<file path="src/rtl/ffba_pkg.sv">
// ----------------------------------------------------------------------------
// ffba_pkg
// shared constants and types for the first-fit block allocator
// ----------------------------------------------------------------------------
`timescale 1ns / 1ps

package ffba_pkg;

  localparam int unsigned HEAP_LIMIT_BYTES = 65536;
  localparam int unsigned GROW_STEP_BYTES  = 4096;
  localparam int unsigned HEADER_BYTES     = 16;
  localparam int unsigned MAX_BLOCKS       = 256;

  localparam int unsigned OFS_W = 17;
  localparam int unsigned IDX_W = $clog2(MAX_BLOCKS);
  localparam int unsigned CNT_W = $clog2(MAX_BLOCKS + 1);
  localparam int unsigned SUM_W = 20;

  typedef enum logic {
    OP_ALLOC = 1'b0,
    OP_FREE  = 1'b1
  } op_e;

  typedef enum logic [1:0] {
    ST_IDLE,
    ST_RUN,
    ST_RESULT
  } state_e;

  // search word handed from cell to cell
  typedef struct packed {
    logic             vld;
    op_e              op;
    logic [OFS_W-1:0] n;
    logic [OFS_W-1:0] addr;
    logic [OFS_W-1:0] start;
    logic             hit;
    logic [OFS_W-1:0] off;
  } tok_t;

  // append write broadcast to the row
  typedef struct packed {
    logic             en;
    logic [CNT_W-1:0] idx;
    logic [OFS_W-1:0] len;
  } app_t;

endpackage

</file>
<file path="src/rtl/ffba_cell.sv">
// ----------------------------------------------------------------------------
// ffba_cell
// one table entry: block length and used flag, checks the passing word
// ----------------------------------------------------------------------------
`timescale 1ns / 1ps

module ffba_cell (
  input  logic                      clk_i,
  input  logic                      rst_ni,
  input  logic [ffba_pkg::IDX_W-1:0] idx_i,
  input  logic [ffba_pkg::CNT_W-1:0] count_i,
  input  ffba_pkg::app_t            app_i,
  input  ffba_pkg::tok_t            tok_i,
  output ffba_pkg::tok_t            tok_o
);
  import ffba_pkg::*;

  logic [OFS_W-1:0] len_q, len_d;
  logic             used_q, used_d;
  tok_t             tok_q, tok_d;
  logic             live, fit, at;
  logic [OFS_W:0]   pay;

  always_comb begin
    live   = ({1'b0, idx_i} < count_i) && tok_i.vld && !tok_i.hit;
    fit    = !used_q && (len_q >= OFS_W'(HEADER_BYTES))
             && ((len_q - OFS_W'(HEADER_BYTES)) >= tok_i.n) && (tok_i.n != '0);
    pay    = {1'b0, tok_i.start} + (OFS_W+1)'(HEADER_BYTES);
    at     = (pay == {1'b0, tok_i.addr});
    len_d  = len_q;
    used_d = used_q;
    tok_d  = tok_i;
    if (live) begin
      if (tok_i.op == OP_ALLOC && fit) begin
        used_d    = 1'b1;
        tok_d.hit = 1'b1;
        tok_d.off = pay[OFS_W-1:0];
      end else if (tok_i.op == OP_FREE && at) begin
        used_d    = 1'b0;
        tok_d.hit = 1'b1;
        tok_d.off = '0;
      end else begin
        tok_d.start = tok_i.start + len_q;
      end
    end
    if (app_i.en && app_i.idx == {1'b0, idx_i}) begin
      len_d  = app_i.len;
      used_d = 1'b1;
    end
  end

  always_ff @(posedge clk_i) begin
    len_q  <= len_d;
    used_q <= used_d;
  end

  always_ff @(posedge clk_i or negedge rst_ni) begin
    if (!rst_ni) begin
      tok_q <= '0;
    end else begin
      tok_q <= tok_d;
    end
  end

  assign tok_o = tok_q;

endmodule

</file>
<file path="config.mk">
export PLATFORM = sky130hd
export DESIGN_NAME = ffba_cell
export DESIGN_NICKNAME = d
export VERILOG_FILES = /design/src/rtl/ffba_pkg.sv /design/src/rtl/ffba_cell.sv
export SDC_FILE = /design/constraint.sdc
export NUM_CORES = 1
export LEC_CHECK = 0
export BUFFER_PORTS_ARGS = -buffer_cell sky130_fd_sc_hd__buf_2
export CAP_MARGIN = 15
export CORE_MARGIN = 2
export CORE_UTILIZATION = 54
export CTS_CLUSTER_DIAMETER = 150
export DETAILED_ROUTE_END_ITERATION = 8
export PLACE_DENSITY = 0.95
export SYNTH_ARGS = -nofsm -noshare
export SYNTH_HDL_FRONTEND = slang
export SYNTH_SLANG_ARGS = --single-unit
</file>
<file path="constraint.sdc">
create_clock -name clk_i -period 5.8 [get_ports clk_i]
set_input_delay 0 -clock clk_i [delete_from_list [all_inputs] [get_ports clk_i]]
set_output_delay 0 -clock clk_i [all_outputs]
set_load 0.01 [all_outputs]
</file>
==> flow_summary.json <==
{
  "cts_tree": "built",
  "wl_per_cell_um": 17.4,
  "ir_drop_v": 0.000146,
  "start_util_pct": 55.0,
  "clock-root-buffer": "clkbuf_8",
  "ctsResizeCount": 0,
  "synth_cell_types": 56,
  "place_congestion": 0.886,
  "grt_pass1_vias": 5000,
  "layout-drive-gt1-share_pct": 29.4,
  "fin_area_mm2": 0.00718,
  "setup_viol_count_final": 0,
  "syn_nets": 612,
  "synth_edf_count": 17,
  "avgSynthCellArea_um2": 11.2,
  "fp.dieH_um": 101,
  "portBuffers": 187,
  "top_level_ports": 188,
  "worst_path_max_delay_cell": "nand2b_1",
  "fin_nets": 890,
  "min_period_ns": 4.80,
  "cp.required_ns": 6.11,
  "synth_flop_cell": "dfrtp_1",
  "outcome": "complete, no violations",
  "r2r_slack_ns": 1.00,
  "stdcell_count": 845,
  "slew_headroom_pct": 43.5,
  "drv_cap": 0,
  "synth.ff_latch_count": 89,
  "core_mm2": 0.00915,
  "clk_latency_ns": 0.37,
  "cp.arrival_ns": 5.11,
  "end_kind": "flip-flop",
  "hp-start": "tok_i[33]",
  "via_per_inst": 5.53,
  "die_w_um": 101,
  "crit_type": "reg2reg",
  "grt_max_degree": 72,
  "dpl_cell_area_mm2": 0.00607,
  "r2r-start": "len_q[10]",
  "worst_pin_slew_ns": 0.847,
  "fin_util_pct": 78.5,
  "die_area_mm2": 0.0101,
  "antenna_cells": 0,
  "row_count": 35,
  "hold_violations": 0,
  "grtUsageTotal_pct": 29.4,
  "htreeDepth": 3,
  "fill_cells": 590,
  "yosys_warnings": 0,
  "post_cts_buffers": 0,
  "critPathMaxStageDelay_ns": 0.61,
  "min_path_cells": 3,
  "dp_cells": 741,
  "cts_buffer_depth": 2,
  "rr_endpoint": "tok_o[1]",
  "syn_inst": 451,
  "finalWirelength_um": 14700,
  "cts_num_sinks": 89,
  "hp-class": "in2reg",
  "synth_area_mm2": 0.00503,
  "power_density_mw_per_mm2": 208,
  "post-place-ws_ns": 1.65,
  "cp-start-kind": "flip-flop",
  "grt_pass1_wl_um": 23100,
  "finalCritPeriodShare_pct": 82.7,
  "skew_ns": 0.0154,
  "setup_tns_ns": 0,
  "num_vias": 4673,
  "p_leak_nw": 3.43,
  "path_clk_slew_ns": 0.10,
  "cp_max_fo": 19,
  "ant_nets": 0,
  "timing.hold.ws_ns": 0.00990,
  "async_flop_share_pct": 79.8,
  "multiInputGateArea_mm2": 0.00254,
  "ff2ff_path_depth": 14,
  "dr.first_iter.drc_count": 359,
  "gr-total-overflow": 0,
  "antenna_found_initial": 0,
  "hold_path_end": "tok_o[33]",
  "cts_inserted_buffers": 9,
  "area.growth.synth_to_final_pct": 42.6,
  "register_area_mm2": 0.00231,
  "timing.fmax_mhz": 208,
  "slew_violations": 0,
  "dp_hpwl_um": 10100,
  "crit_chain": "or4_1 -> nor3_1 -> nand2_1 -> xnor2_1 -> ha_1 -> a21o_1 -> a211o_1 -> nor2_1 -> o211ai_1 -> o211a_2 -> or2_2 -> nand2b_1 -> a22o_1 -> dlygate4sd3_1",
  "rsz0062_at_grt": "false",
  "seq_area_frac_synth_pct": 45.8,
  "first_pass_iters": 5,
  "total_power_mw": 1.50,
  "drc": 0,
  "setup_slack_ns": 1.00
}
[placed cells by master, fill, tap and decap left out, drive strengths merged, types with 3 or more instances in the layout]
cell / n
xor2: 25
a22o: 15
nor3: 10
o211ai: 4
dlygate4sd3: 88
a21o: 7
mux2: 14
nor2: 26
nand2b: 8
nand4: 9
a31oi: 4
buf: 188
nor2b: 5
xnor2: 30
mux2i: 5
nand3: 12
edfxtp: 17
nand2: 12
or2: 3
clkbuf: 10
dfrtp: 71
o31ai: 4
and2: 3
a21oi: 15
inv: 38
nand3b: 3
nor4: 12
ha: 43
o21ai: 17
a211oi: 4
a211o: 3
[cells by family after synthesis]
kind of cell             after synthesis  synth area share (%)
AND/OR/NAND/NOR                      112                  12.4
flip-flops                            89                  45.8
AO/OA/AOI/OAI                         86                  12.4
XOR/XNOR                              57                  10.5
buffers and inverters                 44                  3.80
adder cells (fa/ha/maj)               44                  11.1
multiplexers                          19                  4.13
[power by group]
part	internal, mW	switching [mW]	total [mW]
registers	0.670	0.0116	0.682
logic	0.158	0.155	0.313
clock network	0.261	0.240	0.501
total	1.09	0.406	1.50
[worst max path at each step]
stage	startpoint	end	slack (ns)	cells past startpoint
finish	len_q[10]	tok_o[1]	1.00	14
global route	len_q[10]	tok_o[1]	0.66	14
detailed placement	len_q[10]	tok_o[8]	1.65	13
global placement	len_q[10]	tok_o[5]	1.77	13
CTS	len_q[10]	tok_o[1]	1.03	14
floorplan	len_q[10]	tok_o[25]	2.02	14
[sequential cells by signal, summed over array words and instances, names as in the netlist]
name    cells
tok_o      71
len_q      17
used_q      1
[critical path, delay by kind of cell (launching register included)]
kind	cells	cell delay [ns]
AOI/OAI and AO/OA	5	1.15
xor gates and xnor gates	1	0.18
adders and majority gates	1	0.27
buffers and inverters	1	0.56
DFF	1	0.45
and+or+nand+nor	6	2.14
[synth_stat cells, drive strengths merged, types with 2 or more instances]
library cell | n | area share, %
buf | 6 | 0.97
o2bb2ai | 2 | 0.35
nand2 | 12 | 0.89
xor2 | 25 | 4.3
a31oi | 4 | 0.50
ha | 43 | 11
nor2 | 26 | 2.1
or2 | 3 | 0.37
dfrtp | 71 | 35
o21ai | 17 | 1.7
o211a | 2 | 0.40
mux2i | 5 | 0.99
nor3 | 10 | 0.99
nor4b | 2 | 0.35
nand4 | 9 | 1.4
mux2 | 14 | 3.1
inv | 35 | 2.6
nand3 | 12 | 1.2
a22o | 15 | 2.6
o211ai | 4 | 0.60
a21oi | 15 | 1.5
xnor2 | 30 | 5.2
a211o | 3 | 0.52
edfxtp | 17 | 10
a21o | 7 | 1.0
a211oi | 4 | 0.60
clkbuf | 3 | 0.22
a31o | 2 | 0.35
or3 | 2 | 0.25
o31ai | 4 | 0.60
nor2b | 5 | 0.62
nor4 | 12 | 1.6
xnor3 | 2 | 0.89
and2 | 3 | 0.37
or4 | 2 | 0.30
nand3b | 3 | 0.45
nand2b | 8 | 0.99
[layout make-up]
class | count | share of cell area (%)
Inverter | 35 | 1.83
Sequential cell | 89 | 32.1
Multi-Input combinational cell | 318 | 35.4
Clock buffer | 10 | 1.92
Tap cell | 111 | 1.93
Clock inverter | 6 | 1.36
Timing Repair Buffer | 276 | 25.4
[timing repair]
action,4_1_cts,5_1_grt
hold buffers,88,0
endpoints found under the hold margin,153,0
setup endpoints to repair,0,0
[routing by layer]
layer | share of wire [%] | global-route usage [%]
met5 | 0 | 0
met4 | 2.0 | 9.48
met3 | 6.0 | 6.10
met2 | 54 | 55.3
met1 | 38 | 33.0
(Power assumes the default switching activity.)
